### src/mcodo_pkg.sv
`timescale 1ns / 1ps
`default_nettype none

package mcodo_pkg;

    // CORDIC iteration count, legal range 12..32
    localparam int unsigned CORDIC_STEPS = 24;
    localparam int unsigned CORDIC_IW    = $clog2(CORDIC_STEPS);
    // 1/K gain compensation in Q2.30
    localparam logic signed [33:0] CORDIC_START_X = 34'sd652032874;

    // atan(2^-i) as a binary angle, 2^32 per turn
    localparam logic [31:0] ATAN_LUT [32] = '{
        32'h20000000, 32'h12E4051E, 32'h09FB385B, 32'h051111D4,
        32'h028B0D43, 32'h0145D7E1, 32'h00A2F61E, 32'h00517C55,
        32'h0028BE53, 32'h00145F2F, 32'h000A2F98, 32'h000517CC,
        32'h00028BE6, 32'h000145F3, 32'h0000A2FA, 32'h0000517D,
        32'h000028BE, 32'h0000145F, 32'h00000A30, 32'h00000518,
        32'h0000028C, 32'h00000146, 32'h000000A3, 32'h00000051,
        32'h00000029, 32'h00000014, 32'h0000000A, 32'h00000005,
        32'h00000003, 32'h00000001, 32'h00000001, 32'h00000000
    };

    // shared multiply-accumulate unit widths
    localparam int unsigned MAC_AW   = 35;
    localparam int unsigned MAC_BW   = 17;
    localparam int unsigned MAC_PW   = MAC_AW + MAC_BW;
    localparam int unsigned MAC_ACCW = 68;

    // products per scaled value and per rotated coordinate
    localparam int unsigned MUL_PARTS = 2;
    localparam int unsigned ROT_PARTS = 4;

    // configuration register indexes
    localparam int unsigned CFG_IW = 2;
    localparam logic [CFG_IW-1:0] CFG_METRE_GAIN = 2'd0;
    localparam logic [CFG_IW-1:0] CFG_TURN_GAIN  = 2'd1;

    typedef struct packed {
        logic clear;   // zero the accumulator
        logic issue;   // start a product this cycle
        logic hi;      // product weighs 2^16
        logic sub;     // subtract the product
    } mac_ctl_t;

    typedef enum logic [3:0] {
        ST_IDLE,
        ST_SUMS,
        ST_MUL_X,
        ST_SAT_X,
        ST_MUL_Y,
        ST_SAT_Y,
        ST_MUL_YAW,
        ST_YAW,
        ST_CORDIC,
        ST_ROT_X,
        ST_POSE_X,
        ST_ROT_Y,
        ST_POSE_Y,
        ST_DONE
    } mcodo_state_t;

    function automatic logic signed [31:0] sat32(input logic signed [39:0] v);
        logic signed [31:0] r;
        if (v > 40'sd2147483647)
            r = 32'sh7FFFFFFF;
        else if (v < -40'sd2147483648)
            r = 32'sh80000000;
        else
            r = v[31:0];
        return r;
    endfunction

endpackage

`default_nettype wire

### src/mcodo_mac.sv
`timescale 1ns / 1ps
`default_nettype none

module mcodo_mac
    import mcodo_pkg::*;
(
    input  logic                       clk,
    input  logic                       rst_n,
    input  mac_ctl_t                   ctl,
    input  logic signed [MAC_AW-1:0]   a,
    input  logic signed [MAC_BW-1:0]   b,
    output logic signed [MAC_ACCW-1:0] acc
);

    logic signed [MAC_PW-1:0]   prod_reg;
    logic                       pvalid_reg;
    logic                       phi_reg;
    logic                       psub_reg;
    logic signed [MAC_ACCW-1:0] acc_reg;
    logic signed [MAC_ACCW-1:0] acc_next;
    logic signed [MAC_ACCW-1:0] term;

    // product stage
    always_ff @(posedge clk)
    begin
        prod_reg <= a * b;
    end

    always_ff @(posedge clk or negedge rst_n)
    begin
        if (!rst_n)
        begin
            pvalid_reg <= 1'b0;
            phi_reg    <= 1'b0;
            psub_reg   <= 1'b0;
        end
        else
        begin
            pvalid_reg <= ctl.issue;
            phi_reg    <= ctl.hi;
            psub_reg   <= ctl.sub;
        end
    end

    // accumulate stage: weigh by 1 or 2^16, add or subtract
    assign term = phi_reg ? {prod_reg, 16'b0}
                          : {{(MAC_ACCW - MAC_PW){prod_reg[MAC_PW-1]}}, prod_reg};

    always_comb
    begin
        if (ctl.clear)
            acc_next = '0;
        else if (pvalid_reg)
            acc_next = psub_reg ? acc_reg - term : acc_reg + term;
        else
            acc_next = acc_reg;
    end

    always_ff @(posedge clk)
    begin
        acc_reg <= acc_next;
    end

    assign acc = acc_reg;

endmodule

`default_nettype wire

### src/mcodo_cordic.sv
`timescale 1ns / 1ps
`default_nettype none

module mcodo_cordic
    import mcodo_pkg::*;
(
    input  logic               clk,
    input  logic               rst_n,
    input  logic               start,
    input  logic        [31:0] angle,
    output logic               done,
    output logic signed [32:0] cos_out,
    output logic signed [32:0] sin_out
);

    logic signed [33:0]   x_reg;
    logic signed [33:0]   y_reg;
    logic signed [33:0]   z_reg;
    logic [CORDIC_IW-1:0] step_reg;
    logic                 busy_reg;
    logic                 done_reg;
    logic                 flip_reg;

    logic                 flip_w;
    logic [31:0]          folded;
    logic signed [33:0]   xs;
    logic signed [33:0]   ys;
    logic signed [33:0]   atan_w;
    logic signed [33:0]   neg_x;
    logic signed [33:0]   neg_y;
    logic                 last_w;

    // fold the second and third quarter turns onto the first and fourth
    assign flip_w = (angle[31:30] == 2'b01) || (angle[31:30] == 2'b10);
    assign folded = flip_w ? {~angle[31], angle[30:0]} : angle;

    assign xs     = x_reg >>> step_reg;
    assign ys     = y_reg >>> step_reg;
    assign atan_w = {2'b00, ATAN_LUT[5'(step_reg)]};
    assign last_w = (step_reg == CORDIC_IW'(CORDIC_STEPS - 1));

    always_ff @(posedge clk or negedge rst_n)
    begin
        if (!rst_n)
        begin
            busy_reg <= 1'b0;
            done_reg <= 1'b0;
            step_reg <= '0;
        end
        else
        begin
            done_reg <= busy_reg && last_w;
            if (start)
            begin
                busy_reg <= 1'b1;
                step_reg <= '0;
            end
            else if (busy_reg)
            begin
                if (last_w)
                    busy_reg <= 1'b0;
                step_reg <= step_reg + 1'b1;
            end
        end
    end

    always_ff @(posedge clk)
    begin
        if (start)
        begin
            x_reg    <= CORDIC_START_X;
            y_reg    <= '0;
            z_reg    <= {{2{folded[31]}}, folded};
            flip_reg <= flip_w;
        end
        else if (busy_reg)
        begin
            // rotate toward zero residual angle
            if (!z_reg[33])
            begin
                x_reg <= x_reg - ys;
                y_reg <= y_reg + xs;
                z_reg <= z_reg - atan_w;
            end
            else
            begin
                x_reg <= x_reg + ys;
                y_reg <= y_reg - xs;
                z_reg <= z_reg + atan_w;
            end
        end
    end

    assign neg_x   = -x_reg;
    assign neg_y   = -y_reg;
    assign cos_out = flip_reg ? neg_x[32:0] : x_reg[32:0];
    assign sin_out = flip_reg ? neg_y[32:0] : y_reg[32:0];
    assign done    = done_reg;

endmodule

`default_nettype wire

### src/mecanum_encoder_odometry.sv
`timescale 1ns / 1ps
`default_nettype none

// Mecanum wheel odometry. Each request carries four raw 32-bit encoder counts
// (or, with tuser set, a command to clear the stored counts and the pose) and
// yields one result: the pose after the update as Q16.16 x and y in metres,
// saturating, and a 32-bit binary-angle heading that wraps once per turn. An
// update runs 14 partial products through the one 35x17 multiply-accumulate unit
// (the two body displacements, the yaw change and the rotation into the world
// frame, each group of products followed by a step to drain the pipe and a step
// to saturate or store the result) and CORDIC_STEPS iterations of the shift-add
// CORDIC that gives the sine and cosine of the midpoint heading. A request waits
// in its last state until the previous result has been taken. The result sits in
// an output register, so the next request is taken while it waits.
// Gains are written through cfg_we/cfg_index/cfg_data; the user must write them
// only while the block is idle, which the block itself does not enforce. Writes
// to indexes past the turn gain are dropped.
module mecanum_encoder_odometry
    import mcodo_pkg::*;
(
    input  logic              clk,
    input  logic              rst_n,
    input  logic              s_axis_tvalid,
    output logic              s_axis_tready,
    // count_wheel0 [31:0], count_wheel1 [63:32], count_wheel2 [95:64],
    // count_wheel3 [127:96]
    input  logic [127:0]      s_axis_tdata,
    // op [0]
    input  logic              s_axis_tuser,
    output logic              m_axis_tvalid,
    input  logic              m_axis_tready,
    // pos_x [31:0], pos_y [63:32], heading [95:64]
    output logic [95:0]       m_axis_tdata,
    input  logic              cfg_we,
    input  logic [CFG_IW-1:0] cfg_index,
    input  logic [31:0]       cfg_data
);

    mcodo_state_t state_reg;
    mcodo_state_t state_next;
    logic [2:0]   step_reg;
    logic [2:0]   step_next;

    logic [31:0]        gain_m_reg;
    logic [31:0]        gain_t_reg;
    logic [31:0]        last_reg [4];
    logic signed [31:0] pose_x_reg;
    logic signed [31:0] pose_y_reg;
    logic [31:0]        head_reg;
    logic               out_valid_reg;
    logic [95:0]        out_reg;

    logic signed [31:0] delta_reg [4];
    logic signed [34:0] sum_x_reg;
    logic signed [34:0] sum_y_reg;
    logic signed [34:0] sum_r_reg;
    logic signed [31:0] dx_reg;
    logic signed [31:0] dy_reg;
    logic [31:0]        dyaw_reg;

    logic [31:0]        cnt_in [4];
    logic signed [34:0] dext [4];
    logic               in_acc;
    logic               out_load;

    mac_ctl_t                   mac_ctl;
    logic signed [MAC_AW-1:0]   mac_a;
    logic signed [MAC_BW-1:0]   mac_b;
    logic signed [MAC_ACCW-1:0] mac_acc;

    logic               cordic_start;
    logic [31:0]        cordic_angle;
    logic               cordic_done;
    logic signed [32:0] cos_w;
    logic signed [32:0] sin_w;

    logic signed [34:0] mag_src;
    logic signed [34:0] mag_w;
    logic signed [32:0] trig_w;
    logic               use_sin;
    logic [35:0]        scaled_w;
    logic signed [39:0] scaled_s;
    logic signed [39:0] pose_sum_x;
    logic signed [39:0] pose_sum_y;

    always_comb
    begin
        for (int i = 0; i < 4; i++)
        begin
            cnt_in[i] = s_axis_tdata[32*i +: 32];
            dext[i]   = {{3{delta_reg[i][31]}}, delta_reg[i]};
        end
    end

    assign in_acc   = s_axis_tvalid && s_axis_tready;
    assign out_load = (state_reg == ST_DONE) && (!out_valid_reg || m_axis_tready);

    // magnitude of the body sum being scaled; the sign is put back before saturation
    assign mag_src = (state_reg == ST_MUL_Y) ? sum_y_reg : sum_x_reg;
    assign mag_w   = mag_src[34] ? -mag_src : mag_src;

    // x row takes cos then sin, y row takes sin then cos
    assign use_sin = (state_reg == ST_ROT_X) ? step_reg[1] : !step_reg[1];
    assign trig_w  = use_sin ? sin_w : cos_w;

    // truncation toward zero of sum * gain / 2^32
    assign scaled_w = mac_acc[67:32];
    assign scaled_s = {4'b0000, scaled_w};

    // midpoint heading: old heading plus half the yaw change, floored
    assign cordic_angle = head_reg + {mac_acc[47], mac_acc[47:17]};

    assign pose_sum_x = {{8{pose_x_reg[31]}}, pose_x_reg} + {{2{mac_acc[67]}}, mac_acc[67:30]};
    assign pose_sum_y = {{8{pose_y_reg[31]}}, pose_y_reg} + {{2{mac_acc[67]}}, mac_acc[67:30]};

    // ---------------------------------------------------------------
    // sequencer: next state
    // ---------------------------------------------------------------
    always_comb
    begin
        state_next = state_reg;
        step_next  = '0;
        unique case (state_reg)
            ST_IDLE:
            begin
                if (in_acc)
                    state_next = s_axis_tuser ? ST_DONE : ST_SUMS;
            end
            ST_SUMS:
                state_next = ST_MUL_X;
            ST_MUL_X:
            begin
                if (step_reg == 3'(MUL_PARTS))
                    state_next = ST_SAT_X;
                else
                    step_next = step_reg + 3'd1;
            end
            ST_SAT_X:
                state_next = ST_MUL_Y;
            ST_MUL_Y:
            begin
                if (step_reg == 3'(MUL_PARTS))
                    state_next = ST_SAT_Y;
                else
                    step_next = step_reg + 3'd1;
            end
            ST_SAT_Y:
                state_next = ST_MUL_YAW;
            ST_MUL_YAW:
            begin
                if (step_reg == 3'(MUL_PARTS))
                    state_next = ST_YAW;
                else
                    step_next = step_reg + 3'd1;
            end
            ST_YAW:
                state_next = ST_CORDIC;
            ST_CORDIC:
            begin
                if (cordic_done)
                    state_next = ST_ROT_X;
            end
            ST_ROT_X:
            begin
                if (step_reg == 3'(ROT_PARTS))
                    state_next = ST_POSE_X;
                else
                    step_next = step_reg + 3'd1;
            end
            ST_POSE_X:
                state_next = ST_ROT_Y;
            ST_ROT_Y:
            begin
                if (step_reg == 3'(ROT_PARTS))
                    state_next = ST_POSE_Y;
                else
                    step_next = step_reg + 3'd1;
            end
            ST_POSE_Y:
                state_next = ST_DONE;
            ST_DONE:
            begin
                if (!out_valid_reg || m_axis_tready)
                    state_next = ST_IDLE;
            end
            default:
                state_next = ST_IDLE;
        endcase
    end

    // ---------------------------------------------------------------
    // sequencer: unit controls and operand selection
    // ---------------------------------------------------------------
    always_comb
    begin
        s_axis_tready = 1'b0;
        cordic_start  = 1'b0;
        mac_ctl       = '0;
        mac_a         = '0;
        mac_b         = '0;
        unique case (state_reg)
            ST_IDLE:
                s_axis_tready = 1'b1;
            ST_MUL_X, ST_MUL_Y:
            begin
                // |sum| * gain, low half then high half of the gain
                mac_ctl.clear = (step_reg == 3'd0);
                mac_ctl.issue = (step_reg < 3'(MUL_PARTS));
                mac_ctl.hi    = step_reg[0];
                mac_a         = mag_w;
                mac_b         = step_reg[0] ? {1'b0, gain_m_reg[31:16]}
                                            : {1'b0, gain_m_reg[15:0]};
            end
            ST_MUL_YAW:
            begin
                mac_ctl.clear = (step_reg == 3'd0);
                mac_ctl.issue = (step_reg < 3'(MUL_PARTS));
                mac_ctl.hi    = step_reg[0];
                mac_a         = sum_r_reg;
                mac_b         = step_reg[0] ? {1'b0, gain_t_reg[31:16]}
                                            : {1'b0, gain_t_reg[15:0]};
            end
            ST_YAW:
                cordic_start = 1'b1;
            ST_ROT_X, ST_ROT_Y:
            begin
                // dx * trig, then dy * trig; x row subtracts the dy terms
                mac_ctl.clear = (step_reg == 3'd0);
                mac_ctl.issue = (step_reg < 3'(ROT_PARTS));
                mac_ctl.hi    = step_reg[0];
                mac_ctl.sub   = (state_reg == ST_ROT_X) && step_reg[1];
                mac_a         = step_reg[1] ? {{3{dy_reg[31]}}, dy_reg}
                                            : {{3{dx_reg[31]}}, dx_reg};
                mac_b         = step_reg[0] ? trig_w[32:16] : {1'b0, trig_w[15:0]};
            end
            default:
            begin
            end
        endcase
    end

    // ---------------------------------------------------------------
    // control and architectural state
    // ---------------------------------------------------------------
    always_ff @(posedge clk or negedge rst_n)
    begin
        if (!rst_n)
        begin
            state_reg     <= ST_IDLE;
            step_reg      <= '0;
            gain_m_reg    <= '0;
            gain_t_reg    <= '0;
            pose_x_reg    <= '0;
            pose_y_reg    <= '0;
            head_reg      <= '0;
            out_valid_reg <= 1'b0;
            for (int i = 0; i < 4; i++)
                last_reg[i] <= '0;
        end
        else
        begin
            state_reg <= state_next;
            step_reg  <= step_next;

            if (cfg_we)
            begin
                unique case (cfg_index)
                    CFG_METRE_GAIN: gain_m_reg <= cfg_data;
                    CFG_TURN_GAIN:  gain_t_reg <= cfg_data;
                    default:
                    begin
                    end
                endcase
            end

            if (in_acc)
            begin
                if (s_axis_tuser)
                begin
                    // clear request: drop the stored counts and the pose
                    pose_x_reg <= '0;
                    pose_y_reg <= '0;
                    head_reg   <= '0;
                    for (int i = 0; i < 4; i++)
                        last_reg[i] <= '0;
                end
                else
                begin
                    for (int i = 0; i < 4; i++)
                        last_reg[i] <= cnt_in[i];
                end
            end

            if (state_reg == ST_POSE_X)
                pose_x_reg <= sat32(pose_sum_x);

            if (state_reg == ST_POSE_Y)
            begin
                pose_y_reg <= sat32(pose_sum_y);
                head_reg   <= head_reg + dyaw_reg;
            end

            if (out_load)
                out_valid_reg <= 1'b1;
            else if (m_axis_tready)
                out_valid_reg <= 1'b0;
        end
    end

    // ---------------------------------------------------------------
    // working registers
    // ---------------------------------------------------------------
    always_ff @(posedge clk)
    begin
        if (in_acc && !s_axis_tuser)
        begin
            // wrapping deltas against the counts seen last time
            for (int i = 0; i < 4; i++)
                delta_reg[i] <= cnt_in[i] - last_reg[i];
        end

        if (state_reg == ST_SUMS)
        begin
            sum_x_reg <= -dext[0] + dext[1] - dext[2] + dext[3];
            sum_y_reg <=  dext[0] + dext[1] + dext[2] + dext[3];
            sum_r_reg <=  dext[0] - dext[1] - dext[2] + dext[3];
        end

        if (state_reg == ST_SAT_X)
            dx_reg <= sat32(sum_x_reg[34] ? -scaled_s : scaled_s);

        if (state_reg == ST_SAT_Y)
            dy_reg <= sat32(sum_y_reg[34] ? -scaled_s : scaled_s);

        if (state_reg == ST_YAW)
            dyaw_reg <= mac_acc[47:16];

        if (out_load)
            out_reg <= {head_reg, pose_y_reg, pose_x_reg};
    end

    mcodo_mac u_mac (
        .clk   (clk),
        .rst_n (rst_n),
        .ctl   (mac_ctl),
        .a     (mac_a),
        .b     (mac_b),
        .acc   (mac_acc)
    );

    mcodo_cordic u_cordic (
        .clk     (clk),
        .rst_n   (rst_n),
        .start   (cordic_start),
        .angle   (cordic_angle),
        .done    (cordic_done),
        .cos_out (cos_w),
        .sin_out (sin_w)
    );

    assign m_axis_tvalid = out_valid_reg;
    assign m_axis_tdata  = out_reg;

endmodule

`default_nettype wire

### config.mk
export PLATFORM = sky130hd
export DESIGN_NAME = mecanum_encoder_odometry
export DESIGN_NICKNAME = d
export VERILOG_FILES = /design/src/mcodo_pkg.sv /design/src/mcodo_mac.sv /design/src/mcodo_cordic.sv /design/src/mecanum_encoder_odometry.sv
export SDC_FILE = /design/constraint.sdc
export NUM_CORES = 2
export LEC_CHECK = 0
export BUFFER_PORTS_ARGS = -buffer_cell sky130_fd_sc_hd__buf_2
export CAP_MARGIN = 20
export CORE_ASPECT_RATIO = 1.1
export CORE_UTILIZATION = 50
export CTS_BUF_LIST = sky130_fd_sc_hd__clkbuf_16
export CTS_CLUSTER_DIAMETER = 60
export CTS_CLUSTER_SIZE = 30
export DETAILED_ROUTE_END_ITERATION = 10
export PLACE_DENSITY = 0.71
export SYNTH_ARGS = -nofsm -noshare
export SYNTH_HDL_FRONTEND = slang
export SYNTH_SLANG_ARGS = --single-unit
export TNS_END_PERCENT = 100
### constraint.sdc
create_clock -name clk -period 10.9 [get_ports clk]
set_input_delay 1.09 -clock clk [delete_from_list [all_inputs] [get_ports clk]]
set_output_delay 1.09 -clock clk [all_outputs]
set_load 0.1 [all_outputs]
# --- Word-level counts from Yosys, hierarchy flattened ---
# Memories as Yosys holds them, arrays and structs flattened.
# Cells that the tools add are included.
totals:
  memories: 2
  mem_bits_rw: 128
  register_bits: 826
  input_bits: 168
  output_inout_bits: 98
  romBits: 1024
  wordCells: 197
mem_list:
  columns: ["memory", "depth", "width", "read_ports", "rd_clocked_by_memory_dff", "write_ports", "line", "rtl"]
  rows:
  - ["(name not given)", 32, 32, 1, 0, 0, "mcodo_cordic.sv:39", "assign atan_w = {2'b00, ATAN_LUT[5'(step_reg)]};"]
  - ["delta_reg", 4, 32, 4, 0, 4, "mecanum_encoder_odometry.sv:53", "logic signed [31:0] delta_reg [4];"]
op_classes:
  bitwise: 2
  n_lt_le_gt_ge: 11
  n_reduce_logical: 27
  n_shift: 2
  mul: 1
  add_sub_neg: 32
  eq_ne: 27
  mux: 62
ops:
  columns: ["cell", "count"]
  rows:
  - ["two-way mux 32 bit", 14]
  - ["two-way mux 34 bit", 5]
  - ["two-way mux 128 bit", 1]
  - ["subtractor 32 bit", 4]
  - ["two-way mux 35 bit", 3]
  - ["case mux 35 bit (3 select lines)", 1]
  - ["two-way mux 33 bit", 3]
  - ["greater-than comparator 40 x 32 -> 1 bit (second input constant)", 2]
  - ["< comparator 40 x 32 -> 1 bit (second input constant)", 2]
  - ["two-way mux 40 bit", 2]
  - ["adder 32 x 38 -> 39 bit", 2]
  - ["greater-than comparator 39 x 32 -> 1 bit (second input constant)", 2]
  - ["< comparator 39 x 32 -> 1 bit (second input constant)", 2]
  - ["adder 34 x 32 -> 35 bit", 2]
  - ["adder 35 x 32 -> 35 bit", 2]
  - ["adder 34 bit", 2]
  - ["adder 68 bit", 1]
  - ["two-way mux 68 bit", 1]
  - [">>> shifter 34 x 5 -> 34 bit", 2]
  - ["subtractor 34 bit", 2]
  - ["subtractor 68 bit", 1]
  - ["two-way mux 67 bit", 1]
  - ["negator 33 bit", 2]
  - ["adder 32 bit", 2]
  - ["other kinds (49)", 103]

# --- Depth between registers and ports, before layout ---
depth:
  word_depth: 8
  mapped_depth: 43
  mapped_depth_nobuf: 38

# --- Modules after synthesis ---
# A second synthesis with hierarchy kept.
unflattened:
  hier_cells: 10689
  hier_area_um2: 99476.7
modules_own_cells:
  columns: ["mod", "cells_per_inst", "seq_area_each_um2", "area_per_inst_um2", "instances"]
  rows:
  - ["mecanum_encoder_odometry", 4871, 20169.3, 50968.9, 1]
  - ["mcodo_mac", 3607, 2477.4, 30543.0, 1]
  - ["mcodo_cordic", 2211, 2587.5, 17964.7, 1]

# --- Least setup slack after synthesis ---
# Ideal clock, no wire load.
synth_timing:
  kind: "reg-to-reg"
  start: "register state_reg[3]"
  end: "register u_mac.prod_reg[49]"
  arrival_time_ns: 10.071
  path_buffers: 6
  path_stages_with_launch: 42
  synth_period_minus_slack_ns: 10.215
  slack_ns: 0.685
  cell_sequence: "dfrtp_1 -> buf_2 -> nor4b_2 -> buf_2 -> buf_2 -> buf_4 -> buf_2 -> buf_2 -> mux2i_1 -> ha_1 -> o21ai_1 -> nor2_1 -> o21ai_0 -> nor4_1 -> nand2_1 -> o21ai_0 -> xor2_1 -> a221oi_1 -> (+6 left out) -> fa_1 -> fa_1 -> inv_1 -> fa_1 -> inv_1 -> ha_1 -> a21oi_1 -> a21boi_0 -> o21ai_0 -> a32oi_1 -> a31oi_1 -> a21oi_1 -> a211o_1 -> a311o_1 -> nand2b_1 -> o21ai_0 -> o31ai_1 -> o311ai_0"
synth_between:
  elab_chain_len: 6
  elab_cells_between_ends: 16
  classes_between: "add/sub: 1; mul: 1; eq/ne: 5; mux: 7; reduce/logical: 2"
synth_rtl:
  columns: ["item", "line", "rtl"]
  rows:
  - ["from (decl)", "mecanum_encoder_odometry.sv:39", "mcodo_state_t state_reg;"]
  - ["from (signal assigned)", "mecanum_encoder_odometry.sv:262", "state_reg <= state_next;"]
  - ["== test 4 x 3 -> 1 bit / == test 4 bit (equally long branches)", "mecanum_encoder_odometry.sv:99, mecanum_encoder_odometry.sv:201, mecanum_encoder_odometry.sv:103", null]
  - ["two-way mux 35 bit / two-way mux 1 bit (equally long branches)", "mecanum_encoder_odometry.sv:99, mecanum_encoder_odometry.sv:103", null]
  - ["negator 35 bit / two-way mux 33 bit (equally long branches)", "mecanum_encoder_odometry.sv:100, mecanum_encoder_odometry.sv:104", null]
  - ["two-way mux 35 bit / two-way mux 17 bit (equally long branches)", "mecanum_encoder_odometry.sv:100, mecanum_encoder_odometry.sv:234", null]
  - ["case mux 35 bit (3 select lines) / case mux 17 bit (3 select lines) (equally long branches)", "mecanum_encoder_odometry.sv:201", "unique case (state_reg)"]
  - ["multiplier 35 x 17 -> 52 bit *", "mcodo_mac.sv:26", "prod_reg <= a * b;"]
  - ["to (signal assigned)", "mcodo_mac.sv:26", null]
  - ["to (decl)", "mcodo_mac.sv:15", "logic signed [MAC_PW-1:0] prod_reg;"]
# Every way passes the cells marked *; elsewhere a longest branch is shown, timed or not.
# A chain may end at the register's enable or synchronous reset.

# --- Final worst setup path ---
layout_timing:
  start: "register u_cordic.y_reg[11]"
  end: "register u_mac.prod_reg[49]"
layout_between:
  elab_chain_len: 6
layout_rtl:
  columns: ["item", "line", "rtl"]
  rows:
  - ["from (decl)", "mcodo_cordic.sv:17", "logic signed [33:0] y_reg;"]
  - ["from (signal assigned)", "mcodo_cordic.sv:82", "y_reg <= y_reg + xs;"]
  - ["from (signal assigned)", "mcodo_cordic.sv:88", "y_reg <= y_reg - xs;"]
  - ["negator 33 bit", "mcodo_cordic.sv:95", "assign neg_y = -y_reg;"]
  - ["two-way mux 33 bit *", "mcodo_cordic.sv:97", "assign sin_out = flip_reg ? neg_y[32:0] : y_reg[32:0];"]
  - ["two-way mux 33 bit *", "mecanum_encoder_odometry.sv:104", "assign trig_w = use_sin ? sin_w : cos_w;"]
  - ["two-way mux 17 bit *", "mecanum_encoder_odometry.sv:234", "mac_b = step_reg[0] ? trig_w[32:16] : {1'b0, trig_w[15:0]};"]
  - ["case mux 17 bit (3 select lines) *", "mecanum_encoder_odometry.sv:201", null]
  - ["multiplier 35 x 17 -> 52 bit *", "mcodo_mac.sv:26", null]
# Marks and branches as above.

==> flow_metrics.py <==
metrics = {
    "floorplan": {
        "die_w_microns": 422,
        "coreArea_sq_um": 193000,
        "die_h_microns": 464,
        "start_util_pct": 50.3,
        "die-area_sq_um": 196000,
        "rows": 169,
        "io_pins": 266,
    },
    "setup_path": {
        "worstPathRequired_ns": 11.58,
        "cp-end-kind": "flip-flop",
        "max_stage_delay_ns": 0.65,
        "crit_top_cell": "fa_1",
        "cp_max_fo": 11,
        "path_class": "reg2reg",
        "arrival_ns": 11.10,
        "slowest_stage": "or4_1",
        "worstSetupStartpointType": "flip-flop",
    },
    "flow_run": {
        "drv_cap": 0,
    },
    "clock_network": {
        "cts_setup_buffers": 0,
        "clkSlewWorstSetupHoldPaths_ns": 0.10,
        "clock_sinks": 954,
        "cts_root_buffer": "clkbuf_16",
        "clock_latency_ns": 0.80,
        "cts_tree": "yes",
        "cts_max_level": 3,
        "numCtsBuffers": 94,
        "cts_buffer_depth": 3,
    },
    "placed_design": {
        "io_buffers": 265,
        "preCtsSetupSlack_ns": 0.452,
        "routabilityCongestion": 1.01,
        "dp_hpwl_mm": 242,
    },
    "timing": {
        "period_share_pct": 95.6,
        "fmax_ghz": 0.0960,
        "setup_viol": 0,
        "fin_skew_ns": 0.0796,
        "rsz0062_at_grt": "false",
        "fin_ws_ns": 0.482,
        "worst_pin_slew_ns": 1.39,
        "fin_setup_tns_ns": 0,
        "slew_viol_final": 0,
        "hold_violations": 0,
        "slew_headroom_pct": 7.37,
        "fin_crit_ns": 10.42,
    },
    "global_routing": {
        "grt_pass1_vias": 81007,
        "grt_max_degree": 109,
        "grt_usage_pct": 30.9,
        "antenna_found_initial": 6,
        "grt.overflow.total": 0,
        "grt_pass1_wl_mm": 471,
    },
    "cells_and_area": {
        "drive_gt1_share_pct": 9.42,
        "nets": 12290,
        "area_growth_pct": 8.44,
    },
    "synthesis": {
        "synth_top_area_share_pct": 16.0,
        "yosys.cell_count.top_type": "nor2_1",
        "synth_top_family_by_area": "adder cells",
        "avgSynthCellArea_sq_um": 9.19,
        "synthCells": 10554,
        "yosysSeqAreaShare_pct": 26.0,
        "ys.warnings.count": 0,
        "synthesis.area_sq_um": 97000,
        "ys.flop_type": "edfxtp_1",
        "async_flop_share_pct": 32.1,
        "synth_compound_area_share_pct": 16.7,
        "postSynthNetCount": 12166,
        "synthSimpleGateAreaFrac_pct": 13.9,
        "ys_types": 121,
        "synth_mux_area_share_pct": 5.96,
        "synthXorXnorAreaFrac_pct": 6.80,
        "netlist_top_cells_area": "fa_1 16%, edfxtp_1 14%, ha_1 8.7%",
        "synth_edf_count": 460,
        "synth_top_area_cell": "fa_1",
        "yosys.area_share.adder_pct": 24.6,
        "synth_common_cells": "1067 x nor2_1, 1024 x inv_1, 827 x nand2_1",
        "ys_seq_elements": 954,
    },
    "drt": {
        "wl_mm": 306,
        "first_pass_iters": 7,
        "vias_per_cell": 6.03,
        "drt-initial-drc-count": 7176,
        "wl_per_cell_microns": 23.0,
        "via_count": 80322,
        "antenna_left": 0,
        "remaining_drc_errors": 0,
    },
    "outcome": {
        "outcome": "complete, no violations",
    },
    "power_and_ir_drop": {
        "p_per_area_nw_per_um2": 73.5,
        "ir_drop_uv": 120,
        "p_leak_nw": 48.2,
    },
    "worst_hold_path": {
        "hp-class": "in2async",
    },
}
[critical path: cells and delay by family (launching register included)]
| family | cells | cell delay (ns) |
|---|---|---|
| multiplexers | 1 | 0.47 |
| adder cells (fa/ha/maj) | 7 | 3.53 |
| flip-flops | 1 | 0.44 |
| XOR/XNOR | 1 | 0.09 |
| AO/OA/AOI/OAI | 12 | 2.64 |
| AND/OR/NAND/NOR | 11 | 2.97 |
| buffers and inverters | 3 | 0.17 |
[where the power goes]
group / internal [mW] / switching (mW)
clock: 1.77 / 1.88
sequential: 3.79 / 0.0226
combinational: 0.109 / 0.150
total: 5.67 / 2.05
[final cells by class]
type / count / area, sq um
tap: 2565 / 3210
clock buffer: 94 / 2350
sequential: 954 / 25300
fill: 17274 / 87700
antenna: 5 / 12.5
timing repair buffer: 497 / 3150
multi-input combinational: 8103 / 66100
inverter: 1028 / 3860
clock inverter: 84 / 1190
[cells in the final DEF, fill, tap and decap left out, types with 90 or more instances in the layout]
master and n:
dfrtp_1 295, a21oi_1 664, buf_2 264, ha_1 671, buf_4 223, nand2_1 826, nor2b_1 128, inv_1 1024
edfxtp_1 460, clkbuf_16 94, xnor2_1 441, nand2b_1 134, o21ai_0 660, fa_1 773, nand3_1 239, dfxtp_1 188
mux2i_1 256, a21o_1 249, nor2_1 1054, xor2_1 312, o21bai_1 90, mux2_2 98, nor3_1 153
[timing repair]
action / in CTS / in global routing
hold buffers: 0 / 0
resized for setup: 0 / 8
setup endpoints to repair: 0 / 6
[through the flow]
stage	hold slack (ns)	power [mW]	area [sq um]	cells	utilization (%)
after floorplan	0.436	4.02	97000	10554	-
after global placement	0.459	4.13	102000	13140	52.6
after detailed placement	0.471	4.14	102000	13143	52.6
after CTS	0.292	7.79	105000	13321	54.5
after global routing	0.348	7.94	105000	13326	54.5
final	0.304	7.73	105000	13330	54.5
[path summary, 6_finish.rpt]
check,from,cells after the start,to,slack (ns)
worst max-delay path,u_cordic.y_reg[11]$_SDFFE_PP0P_,35,u_mac.prod_reg[49]$_DFF_P_,0.48
worst min-delay path,rst_n,1,pose_x_reg[21]$_DFFE_PN0P_,0.30
worst max register to register,u_cordic.y_reg[11]$_SDFFE_PP0P_,35,u_mac.prod_reg[49]$_DFF_P_,0.48
worst min register to register,last_reg[64]$_DFFE_PN0P_,2,last_reg[64]$_DFFE_PN0P_,0.49
max in group asynchronous,rst_n,3,u_mac.pvalid_reg$_DFF_PN0_,8.28
min in group clk,last_reg[64]$_DFFE_PN0P_,2,last_reg[64]$_DFFE_PN0P_,0.49
[logic make-up (layout without fill, tap and decap cells)]
family          after synthesis  after routing
xor+xnor                    753            753
mux                         447            447
compound gates             2520           2520
flops                       954            954
fa+ha+maj                  1444           1444
buf+inv                    1497           1703
simple gates               2939           2939
other cells                   0              5
[routing by layer]
layer / vias up / wire length (microns) / global-route usage (%)
li1: 36962 / - / -
met1: 39434 / 122000 / 38.8
met2: 3149 / 145000 / 51.6
met3: 777 / 20700 / 4.42
met4: 0 / 18300 / 16.1
met5: - / 0 / 0
No activity file was read; power rests on OpenSTA's default activity.
